File: config.mk
export PLATFORM = sky130hd
export DESIGN_NAME = aksc_ram
export DESIGN_NICKNAME = d
export VERILOG_FILES = /design/src/rtl/aksc_ram.sv
export SDC_FILE = /design/constraint.sdc
export NUM_CORES = 2
export LEC_CHECK = 0
export BUFFER_PORTS_ARGS = -buffer_cell sky130_fd_sc_hd__buf_2
export CORE_ASPECT_RATIO = 0.8
export CORE_MARGIN = 5
export CORE_UTILIZATION = 45
export DETAILED_ROUTE_END_ITERATION = 12
export PLACE_DENSITY = 0.61
export SYNTH_ARGS = -nofsm -noshare
export SYNTH_HDL_FRONTEND = slang
export SYNTH_SLANG_ARGS = --single-unit
File: constraint.sdc
create_clock -name clk -period 5.96 [get_ports clk]
set_input_delay 0.596 -clock clk [delete_from_list [all_inputs] [get_ports clk]]
set_output_delay 0.596 -clock clk [all_outputs]
set_load 0.01 [all_outputs]
File: src/rtl/aksc_ram.sv
// Generic single-port-write, single-port-read RAM with registered read.
module aksc_ram #(
    parameter int WIDTH = 32,
    parameter int DEPTH = 64
) (
    input  logic                     clk,
    input  logic                     we,
    input  logic [$clog2(DEPTH)-1:0] waddr,
    input  logic [WIDTH-1:0]         wdata,
    input  logic [$clog2(DEPTH)-1:0] raddr,
    output logic [WIDTH-1:0]         rdata
);
    logic [WIDTH-1:0] mem [DEPTH];

    always_ff @(posedge clk)
    begin
        if (we)
            mem[waddr] <= wdata;
        rdata <= mem[raddr];
    end
endmodule

==> impl_results.md <==
* CP Launch Point: raddr[0]
* Placed Instances at approximately 5,600
* Crit path max fanout at 58
* Mapped Avg Cell Area at 23.62 µm²
* GRT overflow at 0
* Compound-Gate Fraction of Synth Area at 1.673%
* Final Hold Viols at 0
* Setup Fix Bufs, Post-CTS at 0
* CP Capture Point: rdata[22]
* CTS tree: built
* Critical Path RT at about 6.6 ns
* CTS clock-pin slew for the worst setup and hold paths at 0.06 ns
* Post-Synth Simple-Gate Area at under 10%
* Ys async rst share at 0%
* Seq/Total Area, Yosys at 79.14%
* Max cap viols at 0
* Number of synthesized flops with an enable pin at 2,048
* Die height at about 380 µm
* Mux share of post-synthesis cell area at 16.79%
* LEAKAGE at ~27 nW
* Met2 usage in global routing at between 30% and 40%
* CP Data Arrival Time at 4.12 ns
* RSZ-0062 raised after global routing: false
* Number of port buffers at 77
* Residual DRC at 0
* Final cell count without fillers at 6,001
* Worst Reg2Reg Path Length in Cells at 4
* CTS Hold Bufs at 0
* Vias in the first global route at 37,120
* Final setup violation count at 0
* Startpoint types: input port
* Tightest Pin Transition at 1.345 ns
* Largest cells by area after synthesis: edfxtp_1 78%, mux4_2 16%, mux2i_1 1.2%, dfxtp_1 0.82%, o22ai_1 0.67%
* Largest net degree at the start of global routing at 79
* Post-route setup TNS at 0 ns
* Number of CTS-inserted buffers at a little under 200
* Gr busiest metal: met2
* Vias/cell at 6.188
* # rows at 137
* GR Layer Usage met3 at 3.882%
* Layout area overhead at 12.97%
* Top-area cell type share of the netlist area at 78.33%
* Ys Warns at 0
* Worst R2R Start: mem[26][22]
* Slew headroom at about a tenth
* Antenna viol nets, final at 0
* Die X at 477.0 µm
* Peak VDD IR at roughly 0.33 mV
* Status: complete, no violations
* Syn Nets at between 3,000 and 4,000
* Gate count after technology mapping at 3,324
* # nets final at 3,586
* FF-to-FF End: rdata[22]
* Ratio of cells with drive above 1 in the final layout at 29.02%
* Via count at 37,140
* Post-Syn Area at around 0.08 mm²
* DRT iter0 DRCs at 4,974
* Flop-to-flop setup slack at 3.49 ns
* Setup crit end kind: register
* Achievable frequency at slightly below 0.3 GHz
* PwrDens at 337.8 mW/mm²
* Cell taking the most area after synthesis: edfxtp_1
* Antenna violations before repair at 19
* HPWL after DPL at 112,100 µm
* Top_reg_cell synth: edfxtp_1
* I/O pin total at 78
* Routed wire length at 206,000 µm
* Wire per inst at 34.33 µm
* Clk sinks at 2,080
* Hold crit path type: input port to register
* Slew Limit Fails at 0
* Later-pin clock latency in the skew report at 0.84 ns
* CTS root buf: clkbuf_16
* Crit Path Class: input port to register
* Clock Skew at 0.02472 ns
* FF+latch count, synth at about 2,100
* Initial Util at 45.13%
* Clock Tree Buf Depth at 3
* H-tree depth at 4
* Total Routing Usage GR at 22.51%
* Routing usage on met1 at 34.09%
* Post-cts gate resize count at 0
* Netlist cell types at 34
* Share of the core filled with cells at 50.98%
* Initial DRT Pass Iterations at 5
* Area share of fa/ha/maj cells after synthesis at 0%
* Tcrit/Tclk final at 57.87%
* Final min period at 3.449 ns
* Die Area at between 0.15 and 0.2 mm²
* First-pass GRT wire length at 290,400 µm
* Combinational family with the most area after synthesis: multiplexers
* Gpl congestion at 0.7498
* Post-Synth XOR/XNOR Area at 0%
* Core region area at around 0.17 mm²
==> logic make-up (layout without fill, tap and decap cells) <==
logic type             Yosys count  in the layout
AOI/OAI and AO/OA              202            202
buffers and inverters          182            562
DFF                           2080           2080
muxes                          637            637
other                            0              4
and+or+nand+nor                223            223
==> layout by cell type, fill, tap and decap left out, drive strengths merged, types with 26 or more instances in the layout <==
cell	instances
o221ai	27
o22ai	84
edfxtp	2048
clkbuf	260
clkinv	71
nor2	137
mux4	544
buf	199
a21oi	62
mux2i	93
dfxtp	32
nand2	26
==> metrics by stage <==
step | total power, W | cell area [µm²] | hold slack (ns) | setup slack (ns)
after floorplan | 0.01733 | 78520 | 0.6632 | 2.204
after global placement | 0.01803 | 82470 | 0.8020 | 1.691
after detailed placement | 0.01805 | 82470 | 0.8219 | 1.707
after CTS | 0.03016 | 88690 | 0.3765 | 2.597
after global routing | 0.03085 | 88690 | 0.4436 | 2.259
final | 0.02997 | 88700 | 0.4273 | 2.511
==> synthesized netlist by cell type (all sizes together) (2+ instances only) <==
master and count:
edfxtp 2048, mux4 544, nor2 137, buf 108, mux2i 93, o22ai 84, clkbuf 74, a21oi 62
dfxtp 32, o221ai 27, nand2 26, nor2b 15, a22oi 12, a311oi 8, nand2b 8, nor3 7
nand3 5, nand3b 5, or3b 5, a41o 4, and3 4, o32ai 4, or2 3, or3 3
and2 2, nand4 2
==> final cells by class <==
type                       count  area [µm²]
timing repair buffer         199        1488
multi-input combinational   1062       15970
sequential                  2080       62140
tap                         2293        2869
clock buffer                 260        5280
clock inverter               103       934.6
antenna                        4       10.01
fill                       13390       85290
==> metal layers <==
layer  vias up  part of all wire, %  wire length, µm
li1      14720                    -                -
met1     20330                   43            87710
met2      1802                   47            96100
met3       277                  8.7            17830
met4         6                  2.1             4355
met5         -                0.016               32
==> sequential cells by signal, summed over array words and instances (netlist names) <==
register,flops
mem,2048
rdata,32
==> power by group <==
group          internal, W  total [W]  switching, W
clock network      0.00688     0.0122       0.00537
registers           0.0162     0.0163     0.0000651
logic             0.000532    0.00146      0.000927
==> worst max-delay path, cell delays in order <==
cell and delay (ns):
buf_8 0.50, buf_12 0.40, buf_4 0.44, mux4_2 0.56, mux4_2 0.51, o22ai_1 0.82, nor2_1 0.11
==> worst min-delay path by stage <==
stage	from	end	slack, ns	cells after the start
after floorplan	mem[12][17]	rdata[17]	0.66	4
after global placement	mem[29][20]	rdata[20]	0.80	4
after detailed placement	mem[28][17]	rdata[17]	0.82	4
after CTS	raddr[3]	rdata[26]	0.38	4
after global routing	wdata[30]	mem[9][30]	0.44	2
final	wdata[22]	mem[27][22]	0.43	2
(Power assumes the default switching activity.)
