$ cat src/rtl/aksc_pkg.sv
// Package: shared types, constants and the sequencer states of the spline unit.
package aksc_pkg;

    localparam int MAX_POINTS_DEF = 64;
    localparam int DATA_W = 32;
    localparam int IDX_W = 6;
    localparam int QFRAC = 16;
    localparam logic signed [DATA_W-1:0] SAT_HI = 32'sh7fffffff;
    localparam logic signed [DATA_W-1:0] SAT_LO = 32'sh80000000;
    localparam int DIV_NUM_W = 64;
    localparam int DIV_DEN_W = 34;

    typedef enum logic [13:0] {
        ST_LOAD   = 14'b00000000000001,
        ST_DIFF   = 14'b00000000000010,
        ST_WGT    = 14'b00000000000100,
        ST_SLOPE  = 14'b00000000001000,
        ST_CUBIC  = 14'b00000000010000,
        ST_EMIT   = 14'b00000000100000,
        ST_RD     = 14'b00000001000000,
        ST_RD2    = 14'b00000010000000,
        ST_DIVW   = 14'b00000100000000,
        ST_DIV2   = 14'b00001000000000,
        ST_DIV3   = 14'b00010000000000,
        ST_MUL    = 14'b00100000000000,
        ST_OUT    = 14'b01000000000000,
        ST_TWO    = 14'b10000000000000
    } state_t;

    typedef struct packed {
        logic start;
        logic signed [DIV_NUM_W-1:0] num;
        logic signed [DIV_DEN_W-1:0] den;
    } div_req_t;

    typedef struct packed {
        logic busy;
        logic done;
        logic signed [DIV_NUM_W-1:0] quo;
    } div_rsp_t;

    function automatic logic signed [DATA_W-1:0] sat32(input logic signed [DIV_NUM_W-1:0] v);
        logic signed [DATA_W-1:0] r;
        if (v > DIV_NUM_W'(SAT_HI))
            r = SAT_HI;
        else if (v < DIV_NUM_W'(SAT_LO))
            r = SAT_LO;
        else
            r = v[DATA_W-1:0];
        return r;
    endfunction

endpackage

$ cat src/rtl/aksc_div.sv
// Radix-2 restoring signed divider, one quotient bit per cycle, truncates to zero.
module aksc_div (
    input  logic                clk,
    input  logic                rst_n,
    input  aksc_pkg::div_req_t  req,
    output aksc_pkg::div_rsp_t  rsp
);
    import aksc_pkg::*;

    localparam int CNT_W = $clog2(DIV_NUM_W + 1);

    logic [DIV_NUM_W-1:0] q_reg, q_next;
    logic [DIV_DEN_W:0]   r_reg, r_next;
    logic [DIV_DEN_W-1:0] d_reg, d_next;
    logic                 neg_reg, neg_next;
    logic [CNT_W-1:0]     cnt_reg, cnt_next;
    logic                 busy_reg, busy_next;
    logic                 done_reg, done_next;
    logic [DIV_DEN_W:0]   trial;
    logic [DIV_NUM_W-1:0] anum;

    always_comb
    begin
        q_next = q_reg;
        r_next = r_reg;
        d_next = d_reg;
        neg_next = neg_reg;
        cnt_next = cnt_reg;
        busy_next = busy_reg;
        done_next = 1'b0;
        anum = req.num[DIV_NUM_W-1] ? DIV_NUM_W'(-req.num) : DIV_NUM_W'(req.num);
        trial = {r_reg[DIV_DEN_W-1:0], q_reg[DIV_NUM_W-1]} - {1'b0, d_reg};
        if (req.start)
        begin
            q_next = anum;
            r_next = '0;
            d_next = req.den;
            neg_next = req.num[DIV_NUM_W-1];
            cnt_next = CNT_W'(DIV_NUM_W);
            busy_next = 1'b1;
        end
        else if (busy_reg)
        begin
            if (!trial[DIV_DEN_W])
            begin
                r_next = trial;
                q_next = {q_reg[DIV_NUM_W-2:0], 1'b1};
            end
            else
            begin
                r_next = {r_reg[DIV_DEN_W-1:0], q_reg[DIV_NUM_W-1]};
                q_next = {q_reg[DIV_NUM_W-2:0], 1'b0};
            end
            cnt_next = cnt_reg - 1'b1;
            if (cnt_reg == CNT_W'(1))
            begin
                busy_next = 1'b0;
                done_next = 1'b1;
            end
        end
    end

    always_ff @(posedge clk or negedge rst_n)
    begin
        if (!rst_n)
        begin
            busy_reg <= 1'b0;
            done_reg <= 1'b0;
            cnt_reg <= '0;
        end
        else
        begin
            busy_reg <= busy_next;
            done_reg <= done_next;
            cnt_reg <= cnt_next;
        end
    end

    always_ff @(posedge clk)
    begin
        q_reg <= q_next;
        r_reg <= r_next;
        d_reg <= d_next;
        neg_reg <= neg_next;
    end

    assign rsp.busy = busy_reg;
    assign rsp.done = done_reg;
    assign rsp.quo = neg_reg ? DIV_NUM_W'(-q_reg) : q_reg;
endmodule

$ cat config.mk
export PLATFORM = sky130hd
export DESIGN_NAME = aksc_div
export DESIGN_NICKNAME = d
export VERILOG_FILES = /design/src/rtl/aksc_pkg.sv /design/src/rtl/aksc_div.sv
export SDC_FILE = /design/constraint.sdc
export NUM_CORES = 1
export LEC_CHECK = 0
export CAP_MARGIN = 5
export CORE_ASPECT_RATIO = 0.8
export CORE_MARGIN = 4
export CORE_UTILIZATION = 59
export CTS_CLUSTER_SIZE = 8
export DETAILED_ROUTE_END_ITERATION = 12
export DONT_BUFFER_PORTS = 1
export PLACE_DENSITY_LB_ADDON = 0.15
export SKIP_LAST_GASP = 1
export SLEW_MARGIN = 15
export SYNTH_ARGS = -nofsm -noshare
export SYNTH_HDL_FRONTEND = slang
export SYNTH_SLANG_ARGS = --single-unit
$ cat constraint.sdc
create_clock -name clk -period 4.3 [get_ports clk]
set_input_delay 1.29 -clock clk [delete_from_list [all_inputs] [get_ports clk]]
set_output_delay 1.29 -clock clk [all_outputs]
set_load 0.05 [all_outputs]
==> results of run 1 <==
[critical path: cells and delay by family (launching register included)]
kind | cells | cell delay, ns
DFF | 1 | 0.39
AOI/OAI and AO/OA | 1 | 0.34
xor gates and xnor gates | 1 | 0.25
and+or+nand+nor | 7 | 2.41
[cells by family after synthesis]
| family | Yosys count |
|---|---|
| and+or+nand+nor | 349 |
| AOI/OAI and AO/OA | 299 |
| xor gates and xnor gates | 153 |
| DFF | 142 |
| buffers and inverters | 107 |
| adders and majority gates | 39 |
| muxes | 37 |
[power groups by stage]
stage | combinational (mW) | sequential, mW | clock (mW)
after floorplan | 1.25 | 1.83 | 0
after global placement | 1.69 | 1.84 | 0
after detailed placement | 1.71 | 1.85 | 0
after CTS | 1.79 | 1.84 | 1.51
after global routing | 1.94 | 1.87 | 1.58
final | 1.82 | 1.85 | 1.50
[layout make-up]
type,count,area share [%]
inverters,48,1.419
well taps,220,2.169
clock buffers,19,3.578
repair buffers,130,9.680
flip-flops and latches,142,30.57
clock inverters,13,1.124
multi-input cells,877,51.46
[worst paths after layout]
path / to / slack [ns] / cells after the start
worst max-delay path: rsp[63] / -0.80 / 9
worst min-delay path: r_reg[23] / 0.49 / 2
worst max register to register: r_reg[31] / 0.47 / 15
worst min register to register: r_reg[23] / 0.49 / 2
max in group asynchronous: busy_reg / 3.67 / 0
min in group asynchronous: cnt_reg[5] / 0.54 / 0
[Yosys cell counts (all sizes together) (2+ instances only)]
cell type  count
nand2         86
xor2          63
a311oi         3
a211oi        25
nor2         122
mux2          10
a211o          3
dfxtp         34
edfxtp        99
clkbuf        48
nor2b          4
inv           48
o31ai         38
a31oi          5
and4           2
xnor2         90
nor3b          3
or3           26
or2            4
a21oi         96
mux2i         27
buf           11
o22a           2
nand2b        12
nand3b         5
a22oi          2
dfrtp          9
a21o          14
o21ai         79
nand3         21
nor3          18
and3           4
o211ai         2
ha            38
or4           18
o21a           6
nand4         10
o41ai         14
nor4          11
[per-layer routing]
layer  part of all wire [%]  vias to the layer above  global-route usage (%)
met5                      0                        -                       0
met1                     45                     4157                   41.03
met2                     44                      415                   40.79
met4                    2.3                        0                   8.048
li1                       -                     4285                       -
met3                    8.8                       47                   6.669
[layout by cell type, fill, tap and decap left out, types with 17 or more instances in the layout]
master | Yosys | final
buf_4 | 3 | 106
nand2_1 | 85 | 82
clkbuf_16 | 0 | 20
xor2_1 | 63 | 63
xnor2_4 | 0 | 17
mux2i_1 | 27 | 27
dfxtp_1 | 34 | 34
a211oi_1 | 25 | 25
inv_1 | 48 | 47
o21ai_0 | 74 | 62
a21oi_1 | 96 | 96
nand3_1 | 21 | 20
or3_1 | 21 | 19
xnor2_1 | 90 | 63
o31ai_1 | 34 | 25
nor2_1 | 122 | 122
ha_1 | 38 | 38
edfxtp_1 | 99 | 99
[stage by stage]
stage | instances | hold slack, ns
after global placement | 1409 | 0.4712
after detailed placement | 1409 | 0.4786
after floorplan | 1126 | 0.4530
after global routing | 1449 | 0.5141
final | 1449 | 0.4861
after CTS | 1452 | 0.4873
[repair_timing]
action	in CTS	in global routing
buffers inserted	11	4
setup endpoints to repair	30	35
gates resized for setup	58	36
pin swaps	24	30
==> impl_metrics.yaml, run 1 <==
clocking:
  root_buffer: "clkbuf_16"
  cts_hold_buf: 0
  clockBufferDepth: 2
  clock_sinks: 142
  cts_tree: "yes"
  path_clk_slew_ns: 0.06
  numCtsBuffers: 17
  clock_latency_ns: 0.43
  h-tree-depth: 4
critical_path:
  worstPathCellList: "or4_4 -> or3_4 -> nor3_4 -> nand2_2 -> or4_4 -> or3_4 -> or3_4 -> o31ai_4 -> xnor2_4"
  critPathLaunch: "q_reg[19]"
  crit_fanout: 5
  crit_top_cell: "or3_4"
  setup.worst_path.end_class: "output pin"
  slowest_stage: "or4_4"
  timing.rr.start: "q_reg[63]"
  slowest_delay_ns: 0.55
  setup.worst_path.start_class: "register"
  path_class: "register to output pin"
  cp.required_ns: 3.01
  cp.arrival_ns: 3.81
logic_synthesis:
  synth_simple_gate_area_share_pct: 16.85
  synth_area_leaders: "edfxtp_1 30%, xnor2_1 7.8%, dfxtp_1 6.8%, xor2_1 5.5%, a21oi_1 4.8%"
  synthAdderAreaFrac_pct: 4.917
  synth_nets: 1266
  yosysWarnings: 0
  synth-compound-area-share_pct: 18.49
  synth.area.mux_share_pct: 3.800
  yosysSeqAreaShare_pct: 38.49
  synth_cell_types: 62
  netlist.area_leader.share_pct: 29.50
  yosysTopAreaCell: "edfxtp_1"
  synth_xor_area_share_pct: 13.30
  synth_edf_count: 99
  syn-instance-count: 1126
  synth_flop_cell: "edfxtp_1"
  syn_avg_cell_area_um2: 8.948
  synth_area_mm2: 0.01008
  async_reset_ff_share_pct: 6.338
  synth_top_family_by_area: "compound AO/OA/AOI/OAI gates"
  ys_ff_latch: 142
power_and_ir_drop:
  irDropWorstVdd_mv: 0.2765
  switching_share_pct: 37.25
  power_mw: 5.176
  seqPwrFrac_pct: 35.7
  p_leak_nw: 5.169
  p_int_mw: 3.248
  powerDensity_mw_per_mm2: 407.7
  comb_power_share_pct: 35.2
  power.switching_mw: 1.928
  clockPowerShare_pct: 29.0
sta:
  period_minus_slack_ns: 5.105
  drv_slew: 0
  grt_setup_unrepaired: "true"
  tns_ns: -15.07
  finalCritPeriodShare_pct: 118.7
  worstMarginPinSlew_ns: 1.141
  max_freq_ghz: 0.1959
  setup_viol: 28
  finClkSkew_ns: 0.009783
  relSlewSlack_pct: 23.42
  hold_viol: 0
  worst_slack_ns: -0.8050
finish:
  final_area_mm2: 0.01269
  seq_area_mm2: 0.003880
  finalNetCount: 1356
  area_growth_pct: 25.98
  largest_reg_flops: 64
  multi_input_area_mm2: 0.006533
  n_antenna_cell: 0
  final_util_pct: 76.20
  layout-drive-gt1-share_pct: 20.67
  fillers: 1130
global_routing:
  grt_max_degree: 191
  grt_pass1_vias: 8380
  antenna_found_initial: 0
  gr-total-overflow: 0
  grt_pass1_wl_mm: 43.61
  grt_usage_pct: 27.83
placed_design:
  gp_congestion: 0.9189
  dp_hpwl_mm: 19.05
  port_buffers: 0
  preCtsSetupSlack_ns: -0.3806
  placed_cell_area_mm2: 0.01150
routing:
  first_pass_iters: 6
  routed_wl_mm: 27.53
  via_per_inst: 6.145
  drc: 0
  vias: 8904
  antenna_left: 0
  wl_per_cell_um: 19.00
  drt_iter0_drc: 984
die:
  ios: 167
  rows: 42
  coreArea_mm2: 0.01666
  die_w_um: 154.1
  die_area_mm2: 0.01925
  start_util_pct: 60.49
  die_height_um: 124.9
min_path:
  min_from: "r_reg[23]"
  hold_class: "register to register"
status:
  status: "finished with violations"
  violations: "setup timing"
run:
  max-cap-violations: 0
Note: power is estimated with default switching activity, not from simulation.
==> run 2: changes to the inputs <==
- PLACE_DENSITY_LB_ADDON: 0.15 -> 0.3
- SETUP_SLACK_MARGIN: default -> 0.05
==> run 2 against run 1 <==
The run still ends with setup timing left. Core utilization up 0.71 points. First-iteration DRC count is 4.4% lower. Clock power up 5%. Clock-buffer cell count increased by 3. Critical path depth unchanged. Clock skew about the same. Cell area rose by 0.94%. Flip-flop and latch count did not move. Global-route usage increased by 0.40 points. Maximum frequency up 0.75%. Sequential power about the same. Largest power group is now combinational cells.
==> impl_metrics.yaml, run 2 (synthesis results as in run 1) <==
clocking:
  h-tree-depth: 4
  clock_latency_ns: 0.44
  clock_sinks: 142
  path_clk_slew_ns: 0.06
  cts_tree: "yes"
  numCtsBuffers: 17
  clockBufferDepth: 2
  root_buffer: "clkbuf_16"
die:
  start_util_pct: 60.49
  coreArea_mm2: 0.01666
  die_area_mm2: 0.01925
  rows: 42
  ios: 167
  die_w_um: 154.1
  die_height_um: 124.9
critical_path:
  cp.buffers_inverters: 0
  worstPathCellList: "or4_4 -> or3_4 -> nor3_4 -> nand4_1 -> or4_4 -> or3_4 -> or3_4 -> o21ai_4 -> xnor2_4"
  crit_top_cell: "or3_4"
  crit_fanout: 4
  cp.required_ns: 3.01
  slowest_stage: "or4_4"
  path_class: "register to output pin"
  setup.worst_path.end_class: "output pin"
  setup.worst_path.start_class: "register"
  cp.arrival_ns: 3.78
  slowest_delay_ns: 0.55
  crit_family: "simple AND/OR/NAND/NOR gates"
sta:
  drv_slew: 0
  relSlewSlack_pct: 16.65
  finalCritPeriodShare_pct: 117.8
  worst_slack_ns: -0.7668
  worstMarginPinSlew_ns: 1.241
  finClkSkew_ns: 0.009430
  grt_setup_unrepaired: "true"
  period_minus_slack_ns: 5.067
  max_freq_ghz: 0.1974
  hold_viol: 0
  setup_viol: 29
power_and_ir_drop:
  clockPowerShare_pct: 29.9
  p_leak_nw: 5.215
  power_mw: 5.278
  irDropWorstVdd_mv: 0.3421
  power.switching_mw: 1.877
  switching_share_pct: 35.57
  powerDensity_mw_per_mm2: 412.0
  comb_power_share_pct: 35.2
  seqPwrFrac_pct: 34.9
  p_int_mw: 3.401
routing:
  antenna_left: 0
  routed_wl_mm: 28.44
  wl_per_cell_um: 19.56
  first_pass_iters: 7
  drt_iter0_drc: 941
  drc: 0
  via_per_inst: 6.283
  vias: 9136
placed_design:
  placed_cell_area_mm2: 0.01154
  port_buffers: 0
  gp_congestion: 0.9287
  dp_hpwl_mm: 19.26
  place_inst: 1413
status:
  violations: "setup timing"
  status: "finished with violations"
finish:
  final_common_cell: "nor2_1"
  largest_reg_flops: 64
  layout-drive-gt1-share_pct: 20.83
  layout_common_cells: "122 x nor2_1, 111 x buf_4, 99 x edfxtp_1"
  finalNetCount: 1361
  fillers: 1052
  n_antenna_cell: 0
  area_growth_pct: 27.16
  fin_cells: 1454
  final_area_mm2: 0.01281
global_routing:
  grt_pass1_vias: 8724
  grt_usage_pct: 28.23
  gr-total-overflow: 0
  grt_pass1_wl_mm: 44.38
  antenna_found_initial: 0
  grt_max_degree: 191
run:
  max-cap-violations: 0
min_path:
  hold_class: "register to register"
-- run 2: cell count changes in the layout (fill, tap and decap cells not counted), moves of 3 or more --
| cell | previous run | this run |
|---|---|---|
| buf_4 | 106 | 111 |
| clkbuf_8 | 0 | 3 |
| clkinv_2 | 0 | 3 |
| inv_6 | 5 | 0 |
| inv_8 | 4 | 0 |
| xnor2_2 | 10 | 7 |
-- run 2: layer usage --
layer	GRT usage, %	routed length (µm)	up-vias
met5	0	0	-
met4	9.761	857	0
met3	5.766	2360	73
met2	42.79	13050	443
met1	40.34	12170	4319
li1	-	-	4301
-- run 2: cell type report --
class,instances,area [µm²],share of cell area [%]
well taps,220,275.3,2.148
repair buffers,135,1277,9.971
clock inverters,10,132.6,1.035
flip-flops and latches,142,3880,30.28
inverters,48,180.2,1.406
clock buffers,22,495.5,3.867
multi-input cells,877,6571,51.29
-- run 2: path summary, 6_finish.rpt --
path	startpoint	end	slack (ns)	depth (start not counted)
max	q_reg[19]	rsp[58]	-0.77	9
min	r_reg[5]	r_reg[5]	0.49	2
max reg2reg	q_reg[63]	r_reg[16]	0.30	14
min reg2reg	r_reg[5]	r_reg[5]	0.49	2
max in group asynchronous	rst_n	busy_reg	3.68	0
min in group asynchronous	rst_n	busy_reg	0.55	0
-- run 2: repair_timing --
action | in CTS | in global routing
resized for setup | 67 | 30
hold buffers | 0 | 0
setup endpoints to repair | 30 | 36
setup buffers | 9 | 4
pin swaps | 31 | 22
-- run 2: worst register-to-register path, stage by stage (launching register included) --
cell	delay (ns)
edfxtp_1	0.52
inv_1	0.18
ha_1	0.18
inv_1	0.05
fa_1	0.41
a21o_1	0.19
a221oi_1	0.38
o21a_1	0.20
o22a_1	0.20
or4_1	0.16
and2_1	0.12
a211o_1	0.57
buf_4	0.35
mux2i_1	0.25
a211oi_1	0.09
-- run 2: through the flow --
step / util (%) / hold slack, ns / setup WS, ns / setup TNS (ns)
2_1_floorplan: - / 0.4530 / -0.3649 / -3.623
3_3_place_gp: 69.28 / 0.4744 / -0.3285 / -3.722
3_5_place_dp: 69.28 / 0.4792 / -0.3976 / -4.739
4_1_cts: 75.86 / 0.4873 / -0.8097 / -13.18
5_1_grt: 76.91 / 0.5212 / -0.8692 / -16.87
6_report: 76.91 / 0.4853 / -0.7668 / -14.16
-- run 2: power groups by stage --
stage               Combinational, mW  Clock, mW  Sequential, mW
floorplan                        1.25          0            1.83
global placement                 1.69          0            1.83
detailed placement               1.72          0            1.84
CTS                              1.82       1.58            1.83
global route                     1.98       1.65            1.86
finish                           1.86       1.58            1.84
==> run 3: changes to the inputs <==
- ABC_CLOCK_PERIOD_IN_PS: default -> 4300
- REMOVE_ABC_BUFFERS: default -> 1
==> run 3 against run 2 <==
The flow still finishes with violations (setup timing). Routed wire length increased by 8.3%. Cell count increased by 0.96%. Power increased by 0.50%. Critical path depth unchanged. Worst hold slack improved by 0.0090 ns. Cell area increased by 0.13%. Clock power is 6% lower. Via count increased by 3.1%. Register-to-register slack better by 0.15 ns. Clock-buffer cell count is 3 lower. Clock skew grew 0.0051 ns. Global-route usage is 1.1 points higher.
==> impl_metrics.yaml, run 3 (synthesis results as in run 1) <==
clocking:
  root_buffer: "clkbuf_16"
  h-tree-depth: 4
  path_clk_slew_ns: 0.07
  numCtsBuffers: 17
  clock_latency_ns: 0.43
  cts_tree: "yes"
  clockBufferDepth: 2
  clock_sinks: 142
die:
  die_area_mm2: 0.01925
  die_w_um: 154.1
  ios: 167
  coreArea_mm2: 0.01666
  die_height_um: 124.9
  start_util_pct: 60.49
  rows: 42
power_and_ir_drop:
  p_leak_nw: 5.300
  powerDensity_mw_per_mm2: 413.5
  irDropWorstVdd_mv: 0.3736
  power_mw: 5.304
finish:
  layout-drive-gt1-share_pct: 21.31
  largest_reg_flops: 64
  finalNetCount: 1375
  layout_common_cells: "122 x nor2_1, 111 x buf_4, 99 x edfxtp_1"
  n_antenna_cell: 0
  final_common_cell: "nor2_1"
  area_growth_pct: 27.32
global_routing:
  grt_pass1_wl_mm: 45.78
  grt_max_degree: 191
  antenna_found_initial: 0
  grt_pass1_vias: 8680
  grt_usage_pct: 29.33
  gr-total-overflow: 0
routing:
  antenna_left: 0
  drc: 0
  wl_per_cell_um: 20.98
  drt_iter0_drc: 1190
  first_pass_iters: 6
  via_per_inst: 6.414
  routed_wl_mm: 30.81
  vias: 9416
critical_path:
  slowest_delay_ns: 0.59
  reg2reg_to: "r_reg[17]"
  crit_top_cell: "or3_4"
  crit_cells: 9
  cp.required_ns: 3.01
  slowest_stage: "or4_1"
  setup.worst_path.start_class: "register"
  rrSetupSlack_ns: 0.45
  path_class: "register to output pin"
  cp.buffers_inverters: 1
  endpoint: "rsp[63]"
  worstRegToRegCells: 15
  setup.worst_path.end_class: "output pin"
  worstPathCellList: "or4_1 -> or3_4 -> or3_1 -> or3_1 -> or3_4 -> or3_4 -> o31ai_4 -> xnor2_2 -> buf_12"
  crit_fanout: 5
  crit_family: "simple AND/OR/NAND/NOR gates"
  timing.rr.start: "q_reg[63]"
  critPathLaunch: "q_reg[39]"
  cp.arrival_ns: 4.06
sta:
  worst_slack_ns: -1.050
  setup_viol: 28
  worstMarginPinSlew_ns: 1.226
  hold_viol: 0
  period_minus_slack_ns: 5.350
  hold_ws_ns: 0.4943
  drv_slew: 0
  relSlewSlack_pct: 17.66
  grt_setup_unrepaired: "true"
  finalCritPeriodShare_pct: 124.4
  finClkSkew_ns: 0.01453
  max_freq_ghz: 0.1869
placed_design:
  dp_hpwl_mm: 20.13
  port_buffers: 0
  gp_congestion: 0.9776
status:
  violations: "setup timing"
  status: "finished with violations"
min_path:
  hold_class: "register to register"
run:
  max-cap-violations: 0
## run 3: cell types whose count changed in the layout (fill, tap and decap cells not counted), moves of 3 or more
cell / previous run / this run
buf_12: 11 / 27
buf_6: 9 / 6
bufinv_16: 3 / 0
clkbuf_8: 3 / 0
clkinv_2: 3 / 0
inv_6: 0 / 7
o21ai_1: 3 / 8
o21ai_4: 11 / 6
xnor2_2: 7 / 21
xnor2_4: 18 / 2
## run 3: worst min path at each step
stage	end	cells after the start	start
6_report	r_reg[23]	2	r_reg[23]
5_1_grt	r_reg[23]	2	r_reg[23]
4_1_cts	r_reg[23]	2	r_reg[23]
3_5_place_dp	r_reg[23]	2	r_reg[23]
3_3_place_gp	r_reg[5]	2	r_reg[5]
2_1_floorplan	r_reg[23]	2	r_reg[23]
## run 3: power breakdown
group          leakage [nW]  internal, mW  switching (mW)
clock network         0.287         0.829           0.652
registers              1.38          1.66           0.171
logic                  3.63         0.839            1.15
## run 3: tightest hold or removal path: cells and delay by family (launching register included)
kind,cells,cell delay (ns)
AOI/OAI and AO/OA,1,0.06
DFF,1,0.33
and+or+nand+nor,1,0.05
## run 3: layout make-up
type	instances	area (µm²)
Sequential cell	142	3880
Fill cell	1108	3830
Clock inverter	13	113.9
Tap cell	220	275.3
Multi-Input combinational cell	877	6325
Clock buffer	19	475.5
Inverter	48	180.2
Timing Repair Buffer	149	1579
## run 3: timing repair
item                       4_1_cts  5_1_grt
buffers inserted                 8        4
pin swaps                       28       28
hold buffers                     0        0
setup endpoints to repair       33       40
gates resized for setup         42       64
## run 3: through the flow
step                      util (%)  area (µm²)  worst slack, ns  std cells  TNS [ns]
after floorplan                  -        9838          -0.5199       1067    -5.790
after global placement       69.36       11550          -0.5679       1427    -5.469
after detailed placement     69.36       11550          -0.5986       1427    -6.366
after CTS                    74.56       12420          -0.9084       1466    -18.54
after global routing         77.01       12830           -1.097       1468    -24.33
final                        77.01       12830           -1.050       1468    -21.81
## run 3: per-layer routing
| metal | track usage, % | part of all wire, % | up-vias |
|---|---|---|---|
| met4 | 9.450 | 3.2 | 0 |
| li1 | - | - | 4325 |
| met2 | 44.48 | 45 | 598 |
| met5 | 0 | 0 | - |
| met3 | 8.232 | 11 | 100 |
| met1 | 40.70 | 40 | 4393 |
